File: config.mk
export PLATFORM = sky130hd
export DESIGN_NAME = sync_xor_event_frame_decoder_unit
export DESIGN_NICKNAME = d
export VERILOG_FILES = /design/src/design/sxefd_pkg.sv /design/src/design/sxefd_front.sv /design/src/design/sxefd_fifo.sv /design/src/design/sxefd_back.sv /design/src/design/sync_xor_event_frame_decoder_unit.sv
export SDC_FILE = /design/constraint.sdc
export NUM_CORES = 1
export LEC_CHECK = 0
export BUFFER_PORTS_ARGS = -buffer_cell sky130_fd_sc_hd__buf_2
export CORE_MARGIN = 3
export CORE_UTILIZATION = 50
export CTS_BUF_LIST = sky130_fd_sc_hd__clkbuf_16
export CTS_CLUSTER_SIZE = 24
export DETAILED_ROUTE_END_ITERATION = 12
export PLACE_DENSITY = 0.87
export RECOVER_POWER = 100
export SLEW_MARGIN = 0
export SYNTH_ARGS = -nofsm -noshare
export SYNTH_HDL_FRONTEND = slang
export SYNTH_SLANG_ARGS = --single-unit
File: constraint.sdc
create_clock -name clk_i -period 3.8 [get_ports clk_i]
set_input_delay 0.19 -clock clk_i [delete_from_list [all_inputs] [get_ports clk_i]]
set_output_delay 0.19 -clock clk_i [all_outputs]
set_load 0.01 [all_outputs]
File: src/design/sxefd_pkg.sv
package sxefd_pkg;

  localparam logic [7:0] SyncReset    = 8'hAA;
  localparam logic [7:0] TypeKey      = 8'h01;
  localparam logic [7:0] TypePointer  = 8'h02;
  localparam logic [3:0] LenKey       = 4'd6;
  localparam logic [3:0] LenPointer   = 4'd8;
  localparam int unsigned PayloadDepth = 5;
  localparam int unsigned SlotW        = 3;

  // register index of sync_byte
  localparam logic RegSync = 1'b0;

  typedef enum logic [1:0] {
    STAT_KEY       = 2'd0,
    STAT_POINTER   = 2'd1,
    STAT_BAD_TYPE  = 2'd2,
    STAT_BAD_CHECK = 2'd3
  } status_e;

  // what the parser tells the result side to do
  typedef enum logic [2:0] {
    TOK_PAYLOAD   = 3'd0,
    TOK_KEY       = 3'd1,
    TOK_POINTER   = 3'd2,
    TOK_BAD_TYPE  = 3'd3,
    TOK_BAD_CHECK = 3'd4
  } tok_e;

  typedef struct packed {
    tok_e             kind;
    logic [SlotW-1:0] slot;
    logic [7:0]       data;
  } token_t;

endpackage

File: src/design/sxefd_front.sv
module sxefd_front
  import sxefd_pkg::*;
(
  input  logic       clk_i,
  input  logic       rst_ni,
  input  logic [7:0] sync_byte_i,
  input  logic       in_valid_i,
  output logic       in_stall_o,
  input  logic [7:0] rx_byte_i,
  input  logic       full_i,
  output logic       push_o,
  output token_t     token_o
);

  logic [3:0] pos_q, pos_d;
  logic [3:0] len_q, len_d;
  logic [7:0] xor_q, xor_d;
  logic       accept;
  logic [3:0] slot_full;

  assign in_stall_o = full_i;
  assign accept     = in_valid_i && !full_i;
  assign slot_full  = pos_q - 4'd2;

  always_comb begin
    pos_d        = pos_q;
    len_d        = len_q;
    xor_d        = xor_q;
    push_o       = 1'b0;
    token_o.kind = TOK_PAYLOAD;
    token_o.slot = slot_full[SlotW-1:0];
    token_o.data = rx_byte_i;
    if (accept) begin
      if (pos_q == 4'd0) begin
        if (rx_byte_i == sync_byte_i) begin
          pos_d = 4'd1;
          len_d = 4'd0;
          xor_d = 8'd0;
        end
      end else if (pos_q == 4'd1) begin
        if (rx_byte_i == TypeKey || rx_byte_i == TypePointer) begin
          len_d = (rx_byte_i == TypeKey) ? LenKey : LenPointer;
          xor_d = rx_byte_i;
          pos_d = 4'd2;
        end else begin
          push_o       = 1'b1;
          token_o.kind = TOK_BAD_TYPE;
          pos_d        = 4'd0;
          len_d        = 4'd0;
          xor_d        = 8'd0;
        end
      end else if (len_q != LenKey && len_q != LenPointer) begin
        // cannot happen; fall back to hunting
        pos_d = 4'd0;
        len_d = 4'd0;
        xor_d = 8'd0;
      end else if (pos_q + 4'd1 < len_q) begin
        push_o = 1'b1;
        xor_d  = xor_q ^ rx_byte_i;
        pos_d  = pos_q + 4'd1;
      end else begin
        push_o = 1'b1;
        if (rx_byte_i != xor_q) begin
          token_o.kind = TOK_BAD_CHECK;
        end else if (len_q == LenKey) begin
          token_o.kind = TOK_KEY;
        end else begin
          token_o.kind = TOK_POINTER;
        end
        pos_d = 4'd0;
        len_d = 4'd0;
        xor_d = 8'd0;
      end
    end
  end

  always_ff @(posedge clk_i or negedge rst_ni) begin
    if (!rst_ni) begin
      pos_q <= 4'd0;
      len_q <= 4'd0;
      xor_q <= 8'd0;
    end else begin
      pos_q <= pos_d;
      len_q <= len_d;
      xor_q <= xor_d;
    end
  end

  a_len_known: assert property (@(posedge clk_i) disable iff (!rst_ni)
    pos_q >= 4'd2 |-> (len_q == LenKey || len_q == LenPointer))
    else $error("frame length unknown past the type byte");

  a_pos_in_frame: assert property (@(posedge clk_i) disable iff (!rst_ni)
    pos_q >= 4'd2 |-> pos_q < len_q)
    else $error("frame position ran past the check byte");

  a_payload_slot: assert property (@(posedge clk_i) disable iff (!rst_ni)
    push_o && token_o.kind == TOK_PAYLOAD |-> token_o.slot < SlotW'(PayloadDepth))
    else $error("payload slot out of range");

endmodule

File: src/design/sxefd_fifo.sv
module sxefd_fifo
  import sxefd_pkg::*;
#(
  parameter int unsigned Depth = 4
) (
  input  logic   clk_i,
  input  logic   rst_ni,
  input  logic   push_i,
  input  token_t token_i,
  output logic   full_o,
  input  logic   pop_i,
  output token_t token_o,
  output logic   empty_o
);

  localparam int unsigned IdxW = (Depth > 1) ? $clog2(Depth) : 1;
  localparam int unsigned CntW = $clog2(Depth + 1);

  token_t            mem_q [Depth];
  logic [IdxW-1:0]   wr_q, rd_q;
  logic [CntW-1:0]   cnt_q;
  logic              do_push, do_pop;

  assign full_o  = (cnt_q == CntW'(Depth));
  assign empty_o = (cnt_q == '0);
  assign do_push = push_i && !full_o;
  assign do_pop  = pop_i && !empty_o;
  assign token_o = mem_q[rd_q];

  always_ff @(posedge clk_i) begin
    if (do_push) begin
      mem_q[wr_q] <= token_i;
    end
  end

  always_ff @(posedge clk_i or negedge rst_ni) begin
    if (!rst_ni) begin
      wr_q  <= '0;
      rd_q  <= '0;
      cnt_q <= '0;
    end else begin
      if (do_push) begin
        wr_q <= (wr_q == IdxW'(Depth - 1)) ? '0 : wr_q + 1'b1;
      end
      if (do_pop) begin
        rd_q <= (rd_q == IdxW'(Depth - 1)) ? '0 : rd_q + 1'b1;
      end
      if (do_push && !do_pop) begin
        cnt_q <= cnt_q + 1'b1;
      end else if (do_pop && !do_push) begin
        cnt_q <= cnt_q - 1'b1;
      end
    end
  end

  a_no_overflow: assert property (@(posedge clk_i) disable iff (!rst_ni)
    !(push_i && full_o))
    else $error("transfer pushed into a full queue");

  a_cnt_bound: assert property (@(posedge clk_i) disable iff (!rst_ni)
    cnt_q <= CntW'(Depth))
    else $error("queue count beyond depth");

endmodule

File: src/design/sxefd_back.sv
module sxefd_back
  import sxefd_pkg::*;
(
  input  logic              clk_i,
  input  logic              rst_ni,
  input  token_t            token_i,
  input  logic              empty_i,
  output logic              pop_o,
  output logic              out_valid_o,
  input  logic              out_stall_i,
  output logic [1:0]        status_o,
  output logic [7:0]        key_row_o,
  output logic [7:0]        key_col_o,
  output logic              key_pressed_o,
  output logic signed [7:0] move_x_o,
  output logic signed [7:0] move_y_o,
  output logic signed [7:0] wheel_vertical_o,
  output logic signed [7:0] wheel_horizontal_o,
  output logic [7:0]        button_bits_o
);

  logic [7:0] store_q [PayloadDepth];
  logic       valid_q;
  logic       load;
  status_e    stat_d;
  logic [7:0] row_d, col_d, btn_d;
  logic       press_d;
  logic signed [7:0] mx_d, my_d, wv_d, wh_d;

  // a result token fills the output stage; payload tokens only touch the store
  assign pop_o = !empty_i && (!valid_q || !out_stall_i);
  assign load  = pop_o && (token_i.kind != TOK_PAYLOAD);

  always_comb begin
    stat_d  = STAT_BAD_CHECK;
    row_d   = 8'd0;
    col_d   = 8'd0;
    press_d = 1'b0;
    mx_d    = 8'sd0;
    my_d    = 8'sd0;
    wv_d    = 8'sd0;
    wh_d    = 8'sd0;
    btn_d   = 8'd0;
    case (token_i.kind)
      TOK_KEY: begin
        stat_d  = STAT_KEY;
        row_d   = store_q[0];
        col_d   = store_q[1];
        press_d = (store_q[2] != 8'd0);
      end
      TOK_POINTER: begin
        stat_d = STAT_POINTER;
        mx_d   = store_q[0];
        my_d   = store_q[1];
        wv_d   = store_q[2];
        wh_d   = store_q[3];
        btn_d  = store_q[4];
      end
      TOK_BAD_TYPE: begin
        stat_d = STAT_BAD_TYPE;
      end
      default: begin
        stat_d = STAT_BAD_CHECK;
      end
    endcase
  end

  always_ff @(posedge clk_i) begin
    if (pop_o && token_i.kind == TOK_PAYLOAD) begin
      store_q[token_i.slot] <= token_i.data;
    end
    if (load) begin
      status_o           <= stat_d;
      key_row_o          <= row_d;
      key_col_o          <= col_d;
      key_pressed_o      <= press_d;
      move_x_o           <= mx_d;
      move_y_o           <= my_d;
      wheel_vertical_o   <= wv_d;
      wheel_horizontal_o <= wh_d;
      button_bits_o      <= btn_d;
    end
  end

  always_ff @(posedge clk_i or negedge rst_ni) begin
    if (!rst_ni) begin
      valid_q <= 1'b0;
    end else if (load) begin
      valid_q <= 1'b1;
    end else if (!out_stall_i) begin
      valid_q <= 1'b0;
    end
  end

  assign out_valid_o = valid_q;

  a_no_pop_on_held: assert property (@(posedge clk_i) disable iff (!rst_ni)
    valid_q && out_stall_i |-> !load)
    else $error("result overwritten while stalled");

endmodule

File: src/design/sync_xor_event_frame_decoder_unit.sv
// Sync/XOR framed event decoder. Serial bytes come in on rx_byte_i, one per
// transfer, and one byte is taken every clock cycle as long as the internal
// token queue (QueueDepth entries) has room. The parser hunts for the sync
// byte (register 0, reset 0xAA), reads the type byte and tracks the running
// XOR; the result side collects payload bytes and delivers one result per
// frame: key event, pointer event, bad type or checksum mismatch. A result
// token is registered in the token queue and then in the output stage. Stalls
// on the output fill the queue before input is stalled.
module sync_xor_event_frame_decoder_unit
  import sxefd_pkg::*;
#(
  parameter int unsigned QueueDepth = 4
) (
  input  logic              clk_i,
  input  logic              rst_ni,
  input  logic              psel,
  input  logic              penable,
  input  logic              pwrite,
  input  logic [2:0]        paddr,
  input  logic [31:0]       pwdata,
  output logic [31:0]       prdata,
  output logic              pready,
  input  logic              in_valid_i,
  output logic              in_stall_o,
  input  logic [7:0]        rx_byte_i,
  output logic              out_valid_o,
  input  logic              out_stall_i,
  output logic [1:0]        status_o,
  output logic [7:0]        key_row_o,
  output logic [7:0]        key_col_o,
  output logic              key_pressed_o,
  output logic signed [7:0] move_x_o,
  output logic signed [7:0] move_y_o,
  output logic signed [7:0] wheel_vertical_o,
  output logic signed [7:0] wheel_horizontal_o,
  output logic [7:0]        button_bits_o
);

  logic [7:0] sync_q;
  logic       sel_sync;
  logic       push, pop, full, empty;
  token_t     push_tok, pop_tok;

  assign pready   = 1'b1;
  assign sel_sync = (paddr[2] == RegSync);
  assign prdata   = sel_sync ? {24'd0, sync_q} : 32'd0;

  always_ff @(posedge clk_i or negedge rst_ni) begin
    if (!rst_ni) begin
      sync_q <= SyncReset;
    end else if (psel && penable && pwrite && sel_sync) begin
      sync_q <= pwdata[7:0];
    end
  end

  sxefd_front u_front (
    .clk_i       (clk_i),
    .rst_ni      (rst_ni),
    .sync_byte_i (sync_q),
    .in_valid_i  (in_valid_i),
    .in_stall_o  (in_stall_o),
    .rx_byte_i   (rx_byte_i),
    .full_i      (full),
    .push_o      (push),
    .token_o     (push_tok)
  );

  sxefd_fifo #(
    .Depth (QueueDepth)
  ) u_fifo (
    .clk_i   (clk_i),
    .rst_ni  (rst_ni),
    .push_i  (push),
    .token_i (push_tok),
    .full_o  (full),
    .pop_i   (pop),
    .token_o (pop_tok),
    .empty_o (empty)
  );

  sxefd_back u_back (
    .clk_i              (clk_i),
    .rst_ni             (rst_ni),
    .token_i            (pop_tok),
    .empty_i            (empty),
    .pop_o              (pop),
    .out_valid_o        (out_valid_o),
    .out_stall_i        (out_stall_i),
    .status_o           (status_o),
    .key_row_o          (key_row_o),
    .key_col_o          (key_col_o),
    .key_pressed_o      (key_pressed_o),
    .move_x_o           (move_x_o),
    .move_y_o           (move_y_o),
    .wheel_vertical_o   (wheel_vertical_o),
    .wheel_horizontal_o (wheel_horizontal_o),
    .button_bits_o      (button_bits_o)
  );

endmodule

==> results of run 1 <==
registers in the layout, indices dropped and copies added (netlist names):
signal                     count
u_back.key_pressed_o           1
u_back.status_o                2
u_back.store_q                40
u_fifo.wr_q                    2
u_back.move_y_o                8
u_back.wheel_horizontal_o      8
u_back.wheel_vertical_o        8
u_back.key_row_o               8
u_front.pos_q                  4
u_fifo.cnt_q                   3
u_front.len_q                  2
u_back.button_bits_o           8
u_front.xor_q                  8
u_back.out_valid_o             1
u_back.move_x_o                8
u_fifo.rd_q                    2
u_back.key_col_o               8
sync_q                         8
u_fifo.mem_q                  56
worst min-delay path by stage:
| stage | start | endpoint | slack (ns) | cells past startpoint |
|---|---|---|---|---|
| after CTS | out_stall_i | u_back.out_valid_o$_DFFE_PN0P_ | 0.01 | 3 |
| after global placement | rst_ni | u_front.pos_q[3]$_DFFE_PN0P_ | 0.27 | 1 |
| after floorplan | rst_ni | sync_q[0]$_DFFE_PN0P_ | -0.11 | 0 |
| after global routing | out_stall_i | u_back.out_valid_o$_DFFE_PN0P_ | 0.05 | 3 |
| final | out_stall_i | u_back.out_valid_o$_DFFE_PN0P_ | 0.02 | 3 |
| after detailed placement | rst_ni | u_fifo.wr_q[0]$_DFFE_PN0P_ | 0.29 | 1 |
where the power goes:
group / internal [mW] / switching [mW] / leakage [nW]
sequential: 2.86 / 0.240 / 1.83
clock: 0.862 / 0.777 / 0.273
combinational: 0.537 / 0.960 / 1.06
total: 4.26 / 1.98 / 3.17
critical path, stage by stage, from the launching register on:
cell and delay, ns:
dfrtp_1 0.52, inv_1 0.14, ha_1 0.27, or3b_2 0.27, nand3_1 0.24, a21oi_1 0.49, ha_1 0.28, inv_1 0.07
fa_1 0.43, xor2_1 0.17, nor2_1 0.12, xor2_1 0.14
layer usage:
metal	share of wire, %	global-route usage (%)	up-vias
met4	2.4	7.018	0
li1	-	-	2016
met2	52	29.66	173
met1	39	19.38	2151
met3	6.6	4.959	29
met5	0	0	-
layout make-up:
type | instances | area [sq um] | area share, %
tap | 184 | 230.2 | 2.594
clock inverter | 15 | 136.4 | 1.537
sequential | 185 | 5410 | 60.97
timing repair buffer | 107 | 479.2 | 5.400
inverter | 12 | 45.04 | 0.5076
multi-input combinational | 274 | 2147 | 24.20
clock buffer | 17 | 425.4 | 4.794
cell families after synthesis:
kind of cell / count (synthesis) / synth area share (%)
XOR/XNOR: 22 / 2.478
buffers and inverters: 55 / 3.958
AND/OR/NAND/NOR: 135 / 10.84
flip-flops: 185 / 69.57
adder cells (fa/ha/maj): 14 / 2.349
AO/OA/AOI/OAI: 52 / 4.908
other: 2 / 0.09658
multiplexers: 26 / 5.792
layout by cell type, fill, tap and decap left out, types with 9 or more instances in the layout:
cell type,count
edfxtp_1,155
clkbuf_1,81
and2_0,45
dfrtp_1,26
conb_1,25
xor2_1,19
and2_1,17
clkbuf_16,17
buf_2,16
a21oi_1,14
mux4_2,14
inv_1,13
ha_1,13
mux2_2,12
nor2_1,11
nand2_1,9
nor4_1,9
nor2b_1,9
dlygate4sd3_1,9
through the flow:
stage | hold WS, ns | utilization (%) | power, mW
3_3_place_gp | 0.2681 | 56.13 | 4.637
6_report | 0.01787 | 59.70 | 6.235
4_1_cts | 0.01120 | 60.51 | 6.376
2_1_floorplan | -0.1056 | - | 4.137
3_5_place_dp | 0.2875 | 56.13 | 4.729
5_1_grt | 0.04886 | 59.70 | 6.579
==> flow_metrics.env, run 1 <==
export IMPL_netlist_top_cells_area="edfxtp_1 60%, dfrtp_1 8.4%, and2_1 5.0%"
export IMPL_track_usage_pct=16.90
export IMPL_die_w_um=130.7
export IMPL_syn_cell_area_sq_mm=0.007776
export IMPL_yosys_top_cells_count="155 x edfxtp_1, 62 x and2_1, 26 x dfrtp_1"
export IMPL_tns_ns=0
export IMPL_clk_latency_ns=0.42
export IMPL_fin_crit_ns=3.218
export IMPL_rr_endpoint="u_fifo.cnt_q[2]$_DFFE_PN0P_"
export IMPL_vias=4369
export IMPL_fill_cells=1109
export IMPL_critPathArrivalTime_ns=3.56
export IMPL_synth_edf_count=155
export IMPL_diodes=0
export IMPL_crit_start="u_front.pos_q[0]$_DFFE_PN0P_"
export IMPL_critPathMaxFanout=10
export IMPL_grt_max_degree=60
export IMPL_layout_cells_non_filler=794
export IMPL_yosysMostFrequentCell="edfxtp_1"
export IMPL_initial_core_util_pct=52.31
export IMPL_numCtsBuffers=17
export IMPL_ir_worst_vdd_mv=0.3459
export IMPL_cp_start_kind="flop"
export IMPL_setup_viol=0
export IMPL_reg2reg_depth=11
export IMPL_powerDensity_mw_per_mm2=702.7
export IMPL_maxSlewHeadroom_pct=-14.40
export IMPL_synth_seq_cells=185
export IMPL_hpwl_um=9343
export IMPL_worstPathRequired_ns=4.15
export IMPL_placed_cells=753
export IMPL_syn_area_per_cell_sq_um=15.84
export IMPL_cts_sinks=185
export IMPL_drive_above_1_share_pct=13.61
export IMPL_drv_slew=31
export IMPL_cts_tree="built"
export IMPL_ys_types=52
export IMPL_worstMarginPinSlew_ns=1.716
export IMPL_ant_nets=0
export IMPL_post_drt_wl_per_cell_um=17.58
export IMPL_setup_ws_ns=0.5820
export IMPL_cp_endpoint="u_fifo.cnt_q[2]$_DFFE_PN0P_"
export IMPL_fmax_ghz=0.3108
export IMPL_place_congestion=0.8620
export IMPL_worst_setup_path_end_kind="flop"
export IMPL_drc=0
export IMPL_fin_crit_sh_pct=84.68
export IMPL_placed_cell_area_sq_mm=0.008343
export IMPL_synthToLayoutAreaGrowth_pct=14.11
export IMPL_clk_path_buf_depth=2
export IMPL_gr_total_overflow=0
export IMPL_r2r_start="u_front.pos_q[0]$_DFFE_PN0P_"
export IMPL_maxCapViolCount=1
export IMPL_pre_cts_ws_ns=0.6070
export IMPL_grt_pass1_wl_um=22020
export IMPL_synth_seq_area_share_pct=69.57
export IMPL_final_net_count=661
export IMPL_hold_path_class="input port to flop"
export IMPL_finClkSkew_ns=0.01236
export IMPL_num_io_pins=144
export IMPL_fin_area_sq_mm=0.008874
export IMPL_drt_first_iter_violations=250
export IMPL_cts_resized=0
export IMPL_via_per_inst=5.503
export IMPL_firstDrtPassIters=5
export IMPL_status="finished, violations left"
export IMPL_io_buffers=92
export IMPL_violations="capacitance limit, slew limit"
export IMPL_htreeDepth=4
export IMPL_synthCells=491
export IMPL_p_leak_nw=3.166
export IMPL_ys_async_sr_fraction_pct=16.22
export IMPL_rsz0062_at_grt="false"
export IMPL_crit_type="flop to flop"
export IMPL_cts_root_buf="clkbuf_16"
export IMPL_first_global_vias=4327
export IMPL_cts_hold_fix_buffers=9
export IMPL_clkTransAtPathRegs_ns=0.07
export IMPL_die_h_um=130.7
export IMPL_cts_setup_buffers=0
export IMPL_core_sq_mm=0.01486
export IMPL_grt_antenna_before_repair=0
export IMPL_rows=44
export IMPL_hold_viol=0
export IMPL_r2r_slack_ns=0.58
export IMPL_synth_top_area_share_pct=59.86
export IMPL_yosysTopAreaCell="edfxtp_1"
export IMPL_synth_main_ff_cell="edfxtp_1"
export IMPL_die_area_sq_mm=0.01709
export IMPL_ys_warn_count=0
export IMPL_wl_um=13960
(Power assumes the default switching activity.)
==> inputs of run 2 (changes only) <==
--- a/config.mk
+++ b/config.mk
@@ -5,6 +5,7 @@
 export SDC_FILE = /design/constraint.sdc
 export NUM_CORES = 1
 export LEC_CHECK = 0
+export ABC_AREA = 1
 export BUFFER_PORTS_ARGS = -buffer_cell sky130_fd_sc_hd__buf_2
 export CORE_MARGIN = 3
 export CORE_UTILIZATION = 50
==> constraint.sdc (replaced) <==
create_clock -name clk_i -period 2.7 [get_ports clk_i]
set_input_delay 0.135 -clock clk_i [delete_from_list [all_inputs] [get_ports clk_i]]
set_output_delay 0.135 -clock clk_i [all_outputs]
set_load 0.01 [all_outputs]
==> run 2 against run 1 <==
  * Critical endpoint unchanged
  * Largest power group unchanged
  * Largest cell class unchanged
  * Sequential power up 38%
  * Critical path type unchanged
  * Register-to-register slack worse by 0.38 ns
  * Worst hold slack better by 0.099 ns
  * Cell count up 23%
  * The flow still finishes with violations (capacitance limit, slew limit)
==> flow_metrics.env, run 2 <==
export IMPL_tns_ns=0
export IMPL_post_drt_wl_per_cell_um=15.24
export IMPL_via_per_inst=5.047
export IMPL_setup_viol=0
export IMPL_drive_above_1_share_pct=9.950
export IMPL_ys_async_sr_fraction_pct=16.22
export IMPL_synthCells=664
export IMPL_clk_latency_ns=0.43
export IMPL_r2r_slack_ns=0.20
export IMPL_worstMarginPinSlew_ns=1.685
export IMPL_drc=0
export IMPL_mostFrequentLayoutCell="edfxtp_1"
export IMPL_syn_cell_area_sq_mm=0.007771
export IMPL_rsz0062_at_grt="false"
export IMPL_gr_total_overflow=0
export IMPL_ir_worst_vdd_mv=0.5598
export IMPL_postLayoutCoreUtil_pct=60.03
export IMPL_cts_tree="built"
export IMPL_fin_crit_ns=2.496
export IMPL_grt_antenna_before_repair=0
export IMPL_placed_cells=936
export IMPL_core_sq_mm=0.01486
export IMPL_finClkSkew_ns=0.008370
export IMPL_p_total_mw=9.255
export IMPL_numCtsBuffers=17
export IMPL_rows=44
export IMPL_reg2reg_depth=13
export IMPL_grt_max_degree=60
export IMPL_die_area_sq_mm=0.01707
export IMPL_crit_type="flop to flop"
export IMPL_die_w_um=130.7
export IMPL_holdPathEnd="u_fifo.mem_q[1][7]$_DFFE_PP_"
export IMPL_synth_edf_count=155
export IMPL_diodes=0
export IMPL_synthToLayoutAreaGrowth_pct=14.81
export IMPL_clk_path_buf_depth=2
export IMPL_firstDrtPassIters=5
export IMPL_top_register="u_fifo.mem_q"
export IMPL_worstPathRequired_ns=3.01
export IMPL_synth_seq_area_share_pct=69.62
export IMPL_critPathArrivalTime_ns=2.80
export IMPL_netlist_top_cells_area="edfxtp_1 60%, dfrtp_1 8.4%, nor2_1 5.2%"
export IMPL_setup_ws_ns=0.2039
export IMPL_layout_cells_non_filler=978
export IMPL_place_congestion=0.8038
export IMPL_drv_slew=31
export IMPL_grt_pass1_wl_um=23590
export IMPL_initial_core_util_pct=52.28
export IMPL_track_usage_pct=18.02
export IMPL_cts_setup_buffers=0
export IMPL_p_leak_nw=3.670
export IMPL_worst_setup_path_end_kind="flop"
export IMPL_powerDensity_mw_per_mm2=1037
export IMPL_mostFrequentLayoutCells="155 x edfxtp_1, 112 x nor2_1, 105 x nand2_1, 86 x inv_1, 81 x clkbuf_1"
export IMPL_hpwl_um=9612
export IMPL_ys_warn_count=0
export IMPL_status="finished, violations left"
export IMPL_wl_um=14900
export IMPL_final_net_count=845
export IMPL_vias=4936
export IMPL_num_io_pins=144
export IMPL_fin_crit_sh_pct=92.45
export IMPL_cts_root_buf="clkbuf_16"
export IMPL_worstHoldStart="rx_byte_i[7]"
export IMPL_first_global_vias=4998
export IMPL_ant_nets=0
export IMPL_clkTransAtPathRegs_ns=0.07
export IMPL_hold_path_class="input port to flop"
export IMPL_syn_area_per_cell_sq_um=11.70
export IMPL_synth_seq_cells=185
export IMPL_yosysTopAreaCell="edfxtp_1"
export IMPL_fmax_ghz=0.4006
export IMPL_io_buffers=92
export IMPL_violations="capacitance limit, slew limit"
export IMPL_yosys_top_cells_count="155 x edfxtp_1, 108 x nor2_1, 105 x nand2_1"
export IMPL_cp_start_kind="flop"
export IMPL_cts_sinks=185
export IMPL_r2r_start="u_front.pos_q[1]$_DFFE_PN0P_"
export IMPL_largest_reg_flops=56
export IMPL_maxCapViolCount=1
export IMPL_drt_first_iter_violations=350
export IMPL_die_h_um=130.7
export IMPL_hold_viol=0
export IMPL_fill_cells=1166
export IMPL_hold_path_depth=1
export IMPL_yosysMostFrequentCell="edfxtp_1"
export IMPL_synth_main_ff_cell="edfxtp_1"
export IMPL_rr_endpoint="u_fifo.cnt_q[2]$_DFFE_PN0P_"
export IMPL_ys_types=34
export IMPL_pre_cts_ws_ns=0.2097
export IMPL_reg_largest_list="u_fifo.mem_q x56, u_back.store_q x40"
export IMPL_synth_top_area_share_pct=59.89
export IMPL_htreeDepth=4
export IMPL_maxSlewHeadroom_pct=-12.33
export IMPL_critPathMaxFanout=6
[run 2: cell types whose count changed after synthesis, sizes merged, moves of 16 or more]
cell	before	now
inv	12	88
xor2	19	3
nand3	2	20
nor2	12	120
and2	62	0
nand2	9	106
o21ai	3	32
[run 2: worst max-delay path by stage]
stage | startpoint | endpoint | slack (ns) | cells after the start
6_report | u_front.pos_q[1]$_DFFE_PN0P_ | u_fifo.cnt_q[2]$_DFFE_PN0P_ | 0.20 | 13
3_3_place_gp | u_front.pos_q[0]$_DFFE_PN0P_ | u_fifo.cnt_q[2]$_DFFE_PN0P_ | 0.26 | 13
5_1_grt | u_front.pos_q[1]$_DFFE_PN0P_ | u_fifo.cnt_q[2]$_DFFE_PN0P_ | 0.0007 | 13
3_5_place_dp | u_front.pos_q[0]$_DFFE_PN0P_ | u_fifo.cnt_q[2]$_DFFE_PN0P_ | 0.21 | 13
4_1_cts | u_front.pos_q[0]$_DFFE_PN0P_ | u_fifo.cnt_q[2]$_DFFE_PN0P_ | 0.18 | 13
2_1_floorplan | u_fifo.rd_q[0]$_DFFE_PN0P_ | u_back.button_bits_o[0]$_SDFFCE_PN0P_ | 0.13 | 7
[run 2: cell families after synthesis]
kind of cell,Yosys count,share of synthesized area (%)
muxes,1,0.1449
DFF,185,69.62
AOI/OAI and AO/OA,59,4.170
and+or+nand+nor,258,13.93
buffers and inverters,130,8.002
adders and majority gates,14,2.351
other,2,0.09664
xor gates and xnor gates,15,1.691
[run 2: what timing repair did]
| item | in CTS | in global routing |
|---|---|---|
| gates resized for setup | 0 | 1 |
| hold buffers | 10 | 0 |
| endpoints found under the hold margin | 35 | 0 |
| setup endpoints to repair | 0 | 1 |
[run 2: cell type report]
cell class              count  area, sq um  share of cell area [%]
clock inverters            15        166.4                   1.865
repair buffers            117        556.8                   6.240
clock buffers              17        425.4                   4.768
multi-input cells         372         1802                   20.19
inverters                  88        330.3                   3.702
well taps                 184        230.2                   2.580
flip-flops and latches    185         5411                   60.65
[run 2: per-layer routing]
layer	part of all wire (%)	GRT usage (%)	up-vias
met4	1.1	6.957	0
met3	5.5	4.675	21
met2	53	32.69	187
met5	0	0	-
li1	-	-	2375
met1	41	20.31	2353
[run 2: critical path, cell delays in order, from the launching register on]
cell,delay [ns]
dfrtp_1,0.40
inv_1,0.13
ha_1,0.21
nand3_2,0.13
nor2_1,0.09
o21ai_1,0.18
nand3_2,0.13
inv_2,0.08
ha_1,0.13
inv_1,0.07
fa_1,0.44
a21oi_1,0.14
o21ai_0,0.11
xor2_1,0.15
[run 2: power breakdown]
group / switching, mW / total (mW) / internal (mW)
Clock: 1.08 / 2.47 / 1.39
Sequential: 0.224 / 4.29 / 4.07
Combinational: 1.83 / 2.49 / 0.668
[run 2: metrics by stage]
stage	cell area, sq um	hold slack [ns]
global route	8922	0.1107
finish	8922	0.1166
CTS	9086	0.004205
global placement	8394	0.2177
floorplan	7858	-0.1606
detailed placement	8394	0.2198
==> inputs of run 3 (changes only) <==
--- a/config.mk
+++ b/config.mk
@@ -5,8 +5,8 @@
 export SDC_FILE = /design/constraint.sdc
 export NUM_CORES = 1
 export LEC_CHECK = 0
-export ABC_AREA = 1
 export BUFFER_PORTS_ARGS = -buffer_cell sky130_fd_sc_hd__buf_2
+export CORE_ASPECT_RATIO = 1.75
 export CORE_MARGIN = 3
 export CORE_UTILIZATION = 50
 export CTS_BUF_LIST = sky130_fd_sc_hd__clkbuf_16
==> run 3 against run 2 <==
  * The run still ends with capacitance limit, slew limit left
  * Sequential share of layout area is 0.99 points lower
  * Core utilization up 0.20 points
  * Wire length down 0.51%
  * Clock skew grew 0.0031 ns
  * Combinational power decreased by 7%
  * Fmax shrank 3.3%
  * Worst hold slack worse by 0.019 ns
  * Non-clock buffer count increased by 10
  * Largest cell class unchanged
==> flow_metrics.env, run 3 (synthesis results as in run 1) <==
export IMPL_first_global_vias=4815
export IMPL_drive_above_1_share_pct=17.30
export IMPL_vias=4422
export IMPL_ant_nets=0
export IMPL_mostFrequentLayoutCells="155 x edfxtp_1, 80 x clkbuf_1, 42 x and2_0, 25 x conb_1, 25 x dfrtp_1"
export IMPL_drc=0
export IMPL_setup_ws_ns=0.1200
export IMPL_crit_top_cell="buf_4"
export IMPL_maxSlewHeadroom_pct=-19.00
export IMPL_setup_viol=0
export IMPL_hold_worst_slack_ns=0.09772
export IMPL_die_h_um=171.0
export IMPL_synthToLayoutAreaGrowth_pct=16.64
export IMPL_worst_setup_path_end_kind="flop"
export IMPL_critPathArrivalTime_ns=2.72
export IMPL_reg2reg_depth=5
export IMPL_cp_start_kind="flop"
export IMPL_initial_core_util_pct=51.64
export IMPL_status="finished, violations left"
export IMPL_fin_crit_sh_pct=95.56
export IMPL_place_congestion=0.9007
export IMPL_firstDrtPassIters=4
export IMPL_cts_sinks=185
export IMPL_grtUsageMet2_pct=35.15
export IMPL_top_usage_layer="met2"
export IMPL_cts_tree="built"
export IMPL_hold_path_class="input port to flop"
export IMPL_gr_total_overflow=0
export IMPL_hold_path_depth=4
export IMPL_tns_ns=0
export IMPL_fin_crit_ns=2.580
export IMPL_clk_path_buf_depth=2
export IMPL_drt_first_iter_violations=203
export IMPL_via_per_inst=5.439
export IMPL_powerDensity_mw_per_mm2=991.9
export IMPL_grt_max_degree=60
export IMPL_clk_latency_ns=0.43
export IMPL_p_leak_nw=3.281
export IMPL_drv_slew=31
export IMPL_ir_worst_vdd_mv=0.4731
export IMPL_largest_reg_flops=56
export IMPL_clkTransAtPathRegs_ns=0.07
export IMPL_worstMarginPinSlew_ns=1.785
export IMPL_wl_um=14830
export IMPL_core_sq_mm=0.01506
export IMPL_post_drt_wl_per_cell_um=18.24
export IMPL_rows=59
export IMPL_fmax_ghz=0.3876
export IMPL_die_w_um=100.3
export IMPL_met1_usage_pct=17.48
export IMPL_die_area_sq_mm=0.01714
export IMPL_diodes=0
export IMPL_critPathMaxFanout=14
export IMPL_io_buffers=92
export IMPL_cts_root_buf="clkbuf_16"
export IMPL_slowest_delay_ns=0.57
export IMPL_finClkSkew_ns=0.01145
export IMPL_track_usage_pct=18.13
export IMPL_top_register="u_fifo.mem_q"
export IMPL_hpwl_um=10400
export IMPL_mostFrequentLayoutCell="edfxtp_1"
export IMPL_htreeDepth=4
export IMPL_num_io_pins=144
export IMPL_p_total_mw=8.997
export IMPL_grt_pass1_wl_um=23710
export IMPL_rsz0062_at_grt="false"
export IMPL_numCtsBuffers=17
export IMPL_final_net_count=681
export IMPL_grtUsageMet3_pct=4.121
export IMPL_path_cells="buf_4 -> mux4_2 -> or3b_1 -> nor2_1 -> buf_4"
export IMPL_pre_cts_ws_ns=-0.007208
export IMPL_worstPathRequired_ns=2.84
export IMPL_slowest_stage="mux4_2"
export IMPL_hold_viol=0
export IMPL_grt_antenna_before_repair=0
export IMPL_violations="capacitance limit, slew limit"
export IMPL_reg_largest_list="u_fifo.mem_q x56, u_back.store_q x40"
export IMPL_maxCapViolCount=1
export IMPL_crit_type="flop to flop"
[run 3: repair_timing]
| action | 4_1_cts | 5_1_grt |
|---|---|---|
| hold endpoints to repair | 35 | 0 |
| setup buffers | 1 | 0 |
| hold buffers | 10 | 0 |
| resized for setup | 0 | 4 |
| pin swaps | 1 | 1 |
| endpoints found under the setup margin | 1 | 2 |
[run 3: where the power goes]
group	internal, mW	switching (mW)	leakage (nW)	total (mW)
Combinational	0.837	1.47	1.16	2.31
Sequential	4.01	0.271	1.83	4.28
Clock	1.25	1.16	0.291	2.41
[run 3: area by class of cell]
type | instances | area [sq um]
clock buffers | 17 | 425.4
clock inverters | 15 | 176.4
fillers | 1161 | 5989
inverters | 12 | 45.04
multi-input cells | 274 | 2165
flip-flops and latches | 185 | 5411
well taps | 183 | 229.0
repair buffers | 127 | 618.1
[run 3: through the flow]
step | instances | instance area, sq um | util, %
2_1_floorplan | 514 | 7884 | -
4_1_cts | 813 | 9219 | 61.22
5_1_grt | 813 | 9070 | 60.23
6_report | 813 | 9070 | 60.23
3_5_place_dp | 770 | 8509 | 56.51
3_3_place_gp | 770 | 8509 | 56.51
[run 3: final timing paths]
path | start | end | slack [ns]
hold reg to reg | u_fifo.cnt_q[2]$_DFFE_PN0P_ | u_fifo.cnt_q[2]$_DFFE_PN0P_ | 0.50
setup reg to reg | u_fifo.rd_q[0]$_DFFE_PN0P_ | u_back.store_q[3][5]$_DFFE_PP_ | 0.12
setup / recovery | u_fifo.rd_q[0]$_DFFE_PN0P_ | u_back.store_q[3][5]$_DFFE_PP_ | 0.12
max in group asynchronous | rst_ni | u_front.pos_q[0]$_DFFE_PN0P_ | 0.82
min in group asynchronous | rst_ni | u_fifo.wr_q[0]$_DFFE_PN0P_ | 0.71
hold / removal | in_valid_i | u_front.pos_q[0]$_DFFE_PN0P_ | 0.1
[run 3: routing by layer]
layer  up-vias  routed length (um)
li1       2053                   -
met1      2182                4958
met2       149                8609
met3        38                 783
met4         0                 477
met5         -                   0
[run 3: worst max-delay path: cells and delay by family (launching register included)]
kind                   cells  cell delay, ns
and+or+nand+nor            2            0.72
muxes                      1            0.57
buffers and inverters      2            0.53
DFF                        1            0.47
